--- config.mk ---
export PLATFORM = sky130hd
export DESIGN_NAME = timed_output_event_scheduler
export DESIGN_NICKNAME = d
export VERILOG_FILES = /design/src/sv/toes_pkg.sv /design/src/sv/toes_ram.sv /design/src/sv/timed_output_event_scheduler.sv
export VERILOG_INCLUDE_DIRS = /design/src /design/src/sv
export SDC_FILE = /design/constraint.sdc
export NUM_CORES = 2
export LEC_CHECK = 0
export ABC_CLOCK_PERIOD_IN_PS = 12700
export BUFFER_PORTS_ARGS = -buffer_cell sky130_fd_sc_hd__buf_2
export CORE_UTILIZATION = 60
export CTS_CLUSTER_DIAMETER = 60
export CTS_CLUSTER_SIZE = 14
export DETAILED_ROUTE_END_ITERATION = 8
export GPL_TIMING_DRIVEN = 0
export MAX_ROUTING_LAYER = met4
export PLACE_DENSITY = 0.76
export REMOVE_ABC_BUFFERS = 1
export SLEW_MARGIN = 15
export SYNTH_ARGS = -nofsm -noshare
export SYNTH_HDL_FRONTEND = slang
export SYNTH_SLANG_ARGS = --single-unit
--- constraint.sdc ---
create_clock -name clk -period 12.7 [get_ports clk]
set_input_delay 3.175 -clock clk [delete_from_list [all_inputs] [get_ports clk]]
set_output_delay 3.175 -clock clk [all_outputs]
set_load 0.005 [all_outputs]
--- src/sv/timed_output_event_scheduler_defines.svh ---
// ----------------------------------------------------------------------------
// Timed output event scheduler: assertion macros
// Shared macros for the concurrent checks of the scheduler.
// ----------------------------------------------------------------------------
`ifndef TIMED_OUTPUT_EVENT_SCHEDULER_DEFINES_SVH
`define TIMED_OUTPUT_EVENT_SCHEDULER_DEFINES_SVH

// Property that must hold at every clock edge outside reset.
`define TOES_ASSERT(lbl, prop, msg) \
  lbl: assert property (@(posedge clk) disable iff (rst) (prop)) else $error(msg);

// Condition that must never be seen outside reset.
`define TOES_ASSERT_NEVER(lbl, cond, msg) \
  lbl: assert property (@(posedge clk) disable iff (rst) !(cond)) else $error(msg);

`endif

--- src/sv/toes_pkg.sv ---
// ----------------------------------------------------------------------------
// Timed output event scheduler package
// Item, result and queue entry types shared by the scheduler files.
// ----------------------------------------------------------------------------
package toes_pkg;

  localparam int TIME_W  = 48;
  localparam int VALUE_W = 32;
  localparam int PEND_W  = 5;

  localparam logic KIND_SCHEDULE = 1'b0;
  localparam logic KIND_TICK     = 1'b1;

  typedef struct packed {
    logic               kind;
    logic [TIME_W-1:0]  event_time;
    logic [VALUE_W-1:0] event_value;
    logic [TIME_W-1:0]  now;
  } item_t;

  typedef struct packed {
    logic               fired;
    logic [VALUE_W-1:0] fired_value;
    logic               dropped;
    logic [PEND_W-1:0]  pending_count;
  } result_t;

  typedef struct packed {
    logic [TIME_W-1:0]  due_time;
    logic [VALUE_W-1:0] value;
  } entry_t;

endpackage

--- src/sv/toes_ram.sv ---
// ----------------------------------------------------------------------------
// Generic single-port-write RAM
// One write port and one read port with registered read data.
// ----------------------------------------------------------------------------
module toes_ram #(
  parameter int WIDTH = 80,
  parameter int DEPTH = 16
) (
  input  logic                     clk,
  input  logic                     we,
  input  logic [$clog2(DEPTH)-1:0] waddr,
  input  logic [WIDTH-1:0]         wdata,
  input  logic [$clog2(DEPTH)-1:0] raddr,
  output logic [WIDTH-1:0]         rdata
);

  logic [WIDTH-1:0] mem [DEPTH];

  always_ff @(posedge clk) begin
    if (we) begin
      mem[waddr] <= wdata;
    end
    rdata <= mem[raddr];
  end

endmodule

--- src/sv/timed_output_event_scheduler.sv ---
// ----------------------------------------------------------------------------
// Timed output event scheduler
// Time-ordered queue of scheduled port writes with tick-driven release.
// ----------------------------------------------------------------------------
// An item is taken when start is high and busy is low. Its single result
// appears for one cycle on the result port with done high and cannot be held
// off. The queue lives in one RAM used as a ring between head and tail
// pointers. A tick into an empty queue, or a schedule into an empty or full
// queue, is answered directly from idle and leaves busy low. A tick into a
// non-empty queue first reads the head. A schedule into a non-empty queue walks
// back from the tail through the RAM read port, one entry per cycle, moving
// later entries up by one until the new entry's place is found. The walk
// shares the single RAM read port and one comparator.
module timed_output_event_scheduler #(
  parameter int QUEUE_DEPTH = 16
) (
  input  logic             clk,
  input  logic             rst,
  input  logic             start,
  output logic             busy,
  input  toes_pkg::item_t  item,
  output logic             done,
  output toes_pkg::result_t result
);

  import toes_pkg::*;

  `include "timed_output_event_scheduler_defines.svh"

  localparam int PW = $clog2(QUEUE_DEPTH);
  localparam int CW = $clog2(QUEUE_DEPTH + 1);
  localparam int EW = TIME_W + VALUE_W;

  typedef enum logic [3:0] {
    S_IDLE  = 4'b0001,
    S_HEAD  = 4'b0010,
    S_SHIFT = 4'b0100,
    S_PLACE = 4'b1000
  } state_t;

  state_t             state, state_next;
  logic [CW-1:0]      count, count_next;
  logic [PW-1:0]      head, head_next;
  logic [PW-1:0]      tail, tail_next;
  logic [PW-1:0]      cur, cur_next;
  logic [PW-1:0]      lpos, lpos_next;
  logic [TIME_W-1:0]  key, key_next;
  logic [VALUE_W-1:0] val, val_next;
  logic               done_next;
  result_t            result_next;

  logic               ram_we;
  logic [PW-1:0]      ram_waddr;
  logic [PW-1:0]      ram_raddr;
  entry_t             ram_wdata;
  entry_t             ram_rdata;
  logic [EW-1:0]      ram_rbits;

  function automatic logic [PW-1:0] ptr_inc(input logic [PW-1:0] p);
    return (p == PW'(QUEUE_DEPTH - 1)) ? '0 : p + 1'b1;
  endfunction

  function automatic logic [PW-1:0] ptr_dec(input logic [PW-1:0] p);
    return (p == '0) ? PW'(QUEUE_DEPTH - 1) : p - 1'b1;
  endfunction

  toes_ram #(
    .WIDTH (EW),
    .DEPTH (QUEUE_DEPTH)
  ) u_ram (
    .clk   (clk),
    .we    (ram_we),
    .waddr (ram_waddr),
    .wdata (ram_wdata),
    .raddr (ram_raddr),
    .rdata (ram_rbits)
  );

  assign ram_rdata = entry_t'(ram_rbits);
  assign busy      = (state != S_IDLE);

  always_comb begin
    state_next  = state;
    count_next  = count;
    head_next   = head;
    tail_next   = tail;
    cur_next    = cur;
    lpos_next   = lpos;
    key_next    = key;
    val_next    = val;
    done_next   = 1'b0;
    result_next = '0;
    ram_we      = 1'b0;
    ram_waddr   = cur;
    ram_wdata   = '{due_time: key, value: val};
    ram_raddr   = cur;

    unique case (state)
      S_IDLE: begin
        if (start) begin
          val_next = item.event_value;
          if (item.kind == KIND_TICK) begin
            key_next = item.now;
            if (count == '0) begin
              done_next = 1'b1;
            end else begin
              ram_raddr  = head;
              state_next = S_HEAD;
            end
          end else begin
            key_next = item.event_time;
            if (count == CW'(QUEUE_DEPTH)) begin
              done_next           = 1'b1;
              result_next.dropped = 1'b1;
            end else if (count == '0) begin
              ram_we     = 1'b1;
              ram_waddr  = tail;
              ram_wdata  = '{due_time: item.event_time, value: item.event_value};
              tail_next  = ptr_inc(tail);
              count_next = count + 1'b1;
              done_next  = 1'b1;
            end else begin
              // Start the walk at the last stored entry.
              ram_raddr  = ptr_dec(tail);
              cur_next   = ptr_dec(tail);
              lpos_next  = PW'(count - 1'b1);
              state_next = S_SHIFT;
            end
          end
        end
      end

      S_HEAD: begin
        if (key > ram_rdata.due_time) begin
          result_next.fired       = 1'b1;
          result_next.fired_value = ram_rdata.value;
          head_next               = ptr_inc(head);
          count_next              = count - 1'b1;
        end
        done_next  = 1'b1;
        state_next = S_IDLE;
      end

      S_SHIFT: begin
        if (ram_rdata.due_time > key) begin
          // Later entry moves up one slot to open a gap.
          ram_we    = 1'b1;
          ram_waddr = ptr_inc(cur);
          ram_wdata = ram_rdata;
          if (lpos == '0) begin
            state_next = S_PLACE;
          end else begin
            ram_raddr = ptr_dec(cur);
            cur_next  = ptr_dec(cur);
            lpos_next = lpos - 1'b1;
          end
        end else begin
          // Equal times stay in arrival order: the new entry goes behind.
          ram_we     = 1'b1;
          ram_waddr  = ptr_inc(cur);
          tail_next  = ptr_inc(tail);
          count_next = count + 1'b1;
          done_next  = 1'b1;
          state_next = S_IDLE;
        end
      end

      S_PLACE: begin
        ram_we     = 1'b1;
        ram_waddr  = cur;
        tail_next  = ptr_inc(tail);
        count_next = count + 1'b1;
        done_next  = 1'b1;
        state_next = S_IDLE;
      end

      default: begin
        state_next = S_IDLE;
      end
    endcase

    result_next.pending_count = PEND_W'(count_next);
  end

  always_ff @(posedge clk) begin
    if (rst) begin
      state <= S_IDLE;
      count <= '0;
      head  <= '0;
      tail  <= '0;
      done  <= 1'b0;
    end else begin
      state <= state_next;
      count <= count_next;
      head  <= head_next;
      tail  <= tail_next;
      done  <= done_next;
    end
    cur    <= cur_next;
    lpos   <= lpos_next;
    key    <= key_next;
    val    <= val_next;
    result <= result_next;
  end

  `TOES_ASSERT(a_count_bound, count <= CW'(QUEUE_DEPTH), "entry count above queue depth")
  `TOES_ASSERT(a_done_idle, done |-> !busy, "result shown while still busy")
  `TOES_ASSERT(a_accept_progress, (start && !busy) |=> (busy || done), "transfer made no progress")
  `TOES_ASSERT_NEVER(a_fire_drop, done && result.fired && result.dropped, "fired and dropped together")
  `TOES_ASSERT(a_ring_empty, (count == '0) |-> (head == tail), "empty queue with split pointers")

endmodule

* Word-level counts from Yosys, hierarchy flattened
Memories as Yosys holds them, arrays and structs flattened. A register that Yosys moved wholly into a read port is not among the register bits. Index checks and enable logic that the tools add are counted.
Word-level totals: register bits after elaboration 145, bits of input ports 132, memory bits (writable) 1280, word-level logic and storage cells 130, memories kept 1
Memory list:
- u_ram.mem | depth 16, width 80, read ports 1, clocked after memory_dff 1, write ports 1, RTL line toes_ram.sv:17 | logic [WIDTH-1:0] mem [DEPTH];
Operators by class: $lt $le $gt $ge 2, reduce and logical (&&, ||, !) cells 15, eq/ne operators 19, bitwise logic cells 2, add/sub/neg operators 8, muxes and demuxes 70
Operators with widths (number):
- 80-bit two-way mux | 5
- 80-bit one-hot mux with 2 select lines | 1
- 4-bit two-way mux | 36
- 48-bit greater-than comparator | 2
- 48-bit two-way mux | 1
- 4-bit one-hot mux with 2 select lines | 5
- 33-bit two-way mux | 1
- 5-bit two-way mux | 6
- 5-bit one-hot mux with 4 select lines | 1
- 4-bit == test, second input constant | 4
- 2-bit inequality test, second input constant | 8
- 4-bit by 1-bit adder with 4-bit output, second input constant | 3
- 4-bit logical NOT | 3
- 4-bit one-hot mux with 3 select lines | 1
- 4-bit by 1-bit subtractor with 4-bit output, second input constant | 3
- 1-bit two-way mux | 11
- 7-bit AND reduction | 1
- 3-bit inequality test, second input constant | 2
- 6-bit AND reduction | 1
- 5-bit by 1-bit adder with 5-bit output, second input constant | 1
- 5-bit == test, second input constant | 1
- 5-bit logical NOT | 1
- 5-bit by 1-bit subtractor with 5-bit output, second input constant | 1
- 4-bit by 1-bit == test with 1-bit output, second input constant | 1
- other kinds (13) | 16

* Depth between registers and ports, before layout
word-level depth 8, depth in mapped cells 16

* Hierarchy
From an unflattened synthesis, not the netlist that was laid out.
Unflattened totals: cells, all modules 2964, area, all modules 58258.4 µm²
Modules (own cells, without submodules):
- toes_ram | area each 49422.4 µm², instances 1, cells each 2054
- timed_output_event_scheduler | area each 8836.0 µm², instances 1, cells each 910

* Worst setup path after synthesis
No wires, ideal clock.
kind input -> register, from in start, to mem u_ram.mem[11][0], enable pin, cell stages on the path 8, data arrival time 10.209 ns, data required time 12.083 ns, slack 1.874 ns, cell sequence clkbuf_1 -> nand2_1 -> nor3_2 -> nor2_1 -> o21ai_1 -> nand2_1 -> or3_1 -> nor3_1
On the way: longest elaborated chain between the ends 4, elaborated cells between the ends (all ways) 6
RTL lines:
- start, declared | RTL line timed_output_event_scheduler.sv:19 | input logic start,
- 1-bit two-way mux | RTL line timed_output_event_scheduler.sv:100 | if (start) begin
- 1-bit one-hot mux with 2 select lines | RTL line timed_output_event_scheduler.sv:98 | unique case (state)
- 1-bit two-way mux | RTL line toes_ram.sv:20 | if (we) begin
- 1-bit two-way mux (implied by the code) | RTL line toes_ram.sv:21 | mem[waddr] <= wdata;
- end, declared | RTL line toes_ram.sv:17
Several ways; a longest one is shown, not always the timed one.

* Final worst setup path
from in item[128] (netlist name), to mem u_ram.mem[2][6], enable pin
On the way: longest elaborated chain between the ends 5, elaborated cells between the ends (all ways) 8
RTL lines:
- start, declared | RTL line timed_output_event_scheduler.sv:21 | input toes_pkg::item_t item,
- 1-bit two-way mux | RTL line timed_output_event_scheduler.sv:102 | if (item.kind == KIND_TICK) begin
- 1-bit two-way mux | RTL line timed_output_event_scheduler.sv:100
- 1-bit one-hot mux with 2 select lines | RTL line timed_output_event_scheduler.sv:98
- 1-bit two-way mux | RTL line toes_ram.sv:20
- 1-bit two-way mux (implied by the code) | RTL line toes_ram.sv:21
Several ways; a longest one is shown, not always the timed one.

==> flow_summary.ini <==
[grt]
globalRouteOverflowTotal = 0
grt_max_degree = 50
track_usage_pct = 30.0
grt_pass1_vias = 36100
antenna_found_initial = 5
grt_pass1_wl_microns = 227000

[logic_synthesis]
avgSynthCellArea_sq_um = 16.0
synthDistinctLibCells = 75
synthCells = 3943
yosysMostFrequentCell = edfxtp_1
synth_area_sq_um = 62900
synth_seq_cells = 1505
async_flop_share_pct = 0
yosys_warnings = 0
synth_top_area_share_pct = 65.3
synth_flop_cell = edfxtp_1
synth_top_area_cell = edfxtp_1
synth_area_leaders = edfxtp_1 (65%), mux2i_1 (19%), dfxtp_1 (4.4%)
synthTopCellsByCount = edfxtp_1 (1368), mux2i_1 (1205), a21oi_1 (306), nor2_1 (146), dfxtp_1 (137)
synth_edf_count = 1368
yosysSeqAreaShare_pct = 69.6

[route]
ant_nets = 0
drt_first_pass_iters = 6
via_per_inst = 6.32
num_vias = 36500
wl_microns = 155000
wl_per_cell_microns = 26.9
drc = 0
drt_iter0_markers = 4117

[pwr]
power_uw = 19900
power.density_nw_per_um2 = 272
p_sw_share_pct = 35.5
power_switching_uw = 7060
clock_power_share_pct = 19.5
p_seq_share_pct = 37.5
pwr-share-comb_pct = 43.0
peakVddDrop_mv = 0.177
p_leak_uw = 0.0280
internal_power_uw = 12800

[die]
core_area_sq_um = 104000
pin_count = 173
start_util_pct = 60.6
fp.dieArea_sq_um = 106000
die_y_microns = 326
die_w_microns = 326
num_rows = 118

[critical_path]
crit_path_start = item[128]
rrSetupSlack_ns = 6.82
r2r_cells = 20
cp.required_ns = 13.15
reg2reg_from = key[46]
r2r-end = u_ram.rdata[19]
worstPathMaxFanout = 42
cp.arrival_ns = 7.18
startpoint_type = input pin
end_kind = flop
critPathKind = in -> reg

[clocking]
clk_latency_ns = 0.77
cts-buffers-inserted = 131
cts_tree = built
htree_num_levels = 4
root_buffer = clkbuf_16
clock_sinks = 1505
cts_setup_buffers = 0
postCtsResizedCells = 0
clk_pin_slew_worst_paths_ns = 0.06
cts_hold_buf = 0
clock_path_buffers = 3

[flow_run]
maxCapViolations = 0

[hold_path]
min_path_cells = 1
min_to = result[16]
min_path_type = reg -> reg
worstHoldStart = u_ram.rdata[10]

[timing]
min_period_ns = 6.73
final_max_slew_viol_count = 0
max_freq_mhz = 149
finalCritPeriodShare_pct = 53.0
tightest_slew_ns = 1.25
hold_viol = 0
max-slew-margin-rel_pct = 16.9
skew_ns = 0.0323
rsz0062_at_grt = false
setup_viol = 0

[placement]
place.gp.congestion = 0.839
hpwl_microns = 101000
port_buffers = 172
place_inst = 5536
place_area_sq_um = 69200

[layout]
area_growth_pct = 16.5
nets = 4479
drive_gt1_share_pct = 16.0
final_util_pct = 70.6
stdcell_count = 5774
final_area_sq_um = 73300

[run_status]
outcome = finished, final reports clean
==> power by group through the flow <==
| stage | sequential, uW | combinational (uW) | clock (uW) |
|---|---|---|---|
| 2_1_floorplan | 7530 | 7520 | 0 |
| 3_3_place_gp | 7750 | 9090 | 0 |
| 3_5_place_dp | 7560 | 8350 | 0 |
| 4_1_cts | 7460 | 8450 | 3910 |
| 5_1_grt | 7510 | 9070 | 4080 |
| 6_report | 7470 | 8560 | 3870 |
==> logic make-up (layout without fill, tap and decap cells) <==
logic type                 after synthesis  in the layout  share of synthesized area (%)
adders and majority gates               58             58                           1.15
muxes                                 1253           1253                           20.0
AOI/OAI and AO/OA                      499            499                           4.30
other                                    0              3                              0
DFF                                   1505           1505                           69.6
and+or+nand+nor                        335            335                           2.54
xor gates and xnor gates                 9              9                          0.125
buffers and inverters                  284            732                           2.22
==> critical path, cell delays in order <==
cell,delay [ns]
buf_4,0.22
buf_12,0.23
nand3b_1,0.46
buf_8,0.30
o311ai_0,0.30
and3_1,0.36
nand2b_1,0.15
or2_2,0.41
nor2_4,0.65
buf_12,0.28
buf_16,0.19
buf_16,0.18
buf_16,0.17
==> how the worst max path moves through the flow <==
stage                     slack (ns)  depth (start not counted)              end
after global placement        -94.72                          8  u_ram.rdata[38]
final                           5.97                         13  u_ram.mem[2][6]
after CTS                       6.09                         13  u_ram.mem[2][6]
after detailed placement        5.38                         13  u_ram.mem[2][6]
after floorplan               -65.41                          6   u_ram.rdata[0]
after global routing            5.96                         13  u_ram.mem[2][6]
==> per-layer routing <==
layer | part of all wire [%] | GRT usage (%) | vias to the layer above | wire length, microns
met2 | 48 | 46.9 | 1937 | 73900
met3 | 8.4 | 5.40 | 477 | 13000
met5 | 0 | - | - | 0
met1 | 40 | 39.2 | 18100 | 62300
li1 | - | - | 15900 | -
met4 | 4.0 | 12.0 | 0 | 6140
==> through the flow <==
step / worst slack [ns] / setup TNS (ns) / hold WS (ns)
3_5_place_dp: 5.38 / 0 / 0.464
2_1_floorplan: -65.41 / -5233.14 / 0.452
6_report: 5.97 / 0 / 0.477
5_1_grt: 5.96 / 0 / 0.488
4_1_cts: 6.09 / 0 / 0.473
3_3_place_gp: -94.72 / - / 0.465
==> area by class of cell <==
cell class,count,area (sq um)
fill,6284,30500
tap,1380,1730
clock inverter,29,362
antenna,3,7.51
timing repair buffer,433,5440
sequential,1505,43800
inverter,64,245
clock buffer,206,3680
multi-input combinational,2154,18000
==> placed cells by master, fill, tap and decap left out, types with 15 or more instances in the layout <==
cell and n:
a21oi_1 306, clkbuf_16 135, buf_4 15, o21ai_0 116, edfxtp_1 1368, nand2_1 58
buf_8 64, dfxtp_1 137, clkbuf_1 67, buf_16 66, mux2i_1 1205, mux2_2 48
nand3_1 19, and3_1 36, buf_2 171, buf_12 43, inv_1 62, ha_1 58
a31oi_1 15, buf_6 74, nor2_1 131, nor2_4 15
==> flip-flops by register name, summed over array words and instances (netlist names) <==
| register | flops |
|---|---|
| state | 4 |
| done | 1 |
| result | 39 |
| count | 5 |
| lpos | 4 |
| val | 32 |
| u_ram.mem | 1280 |
| u_ram.rdata | 80 |
| key | 48 |
| tail | 4 |
| cur | 4 |
| head | 4 |
No activity file was read; power rests on OpenSTA's default activity.
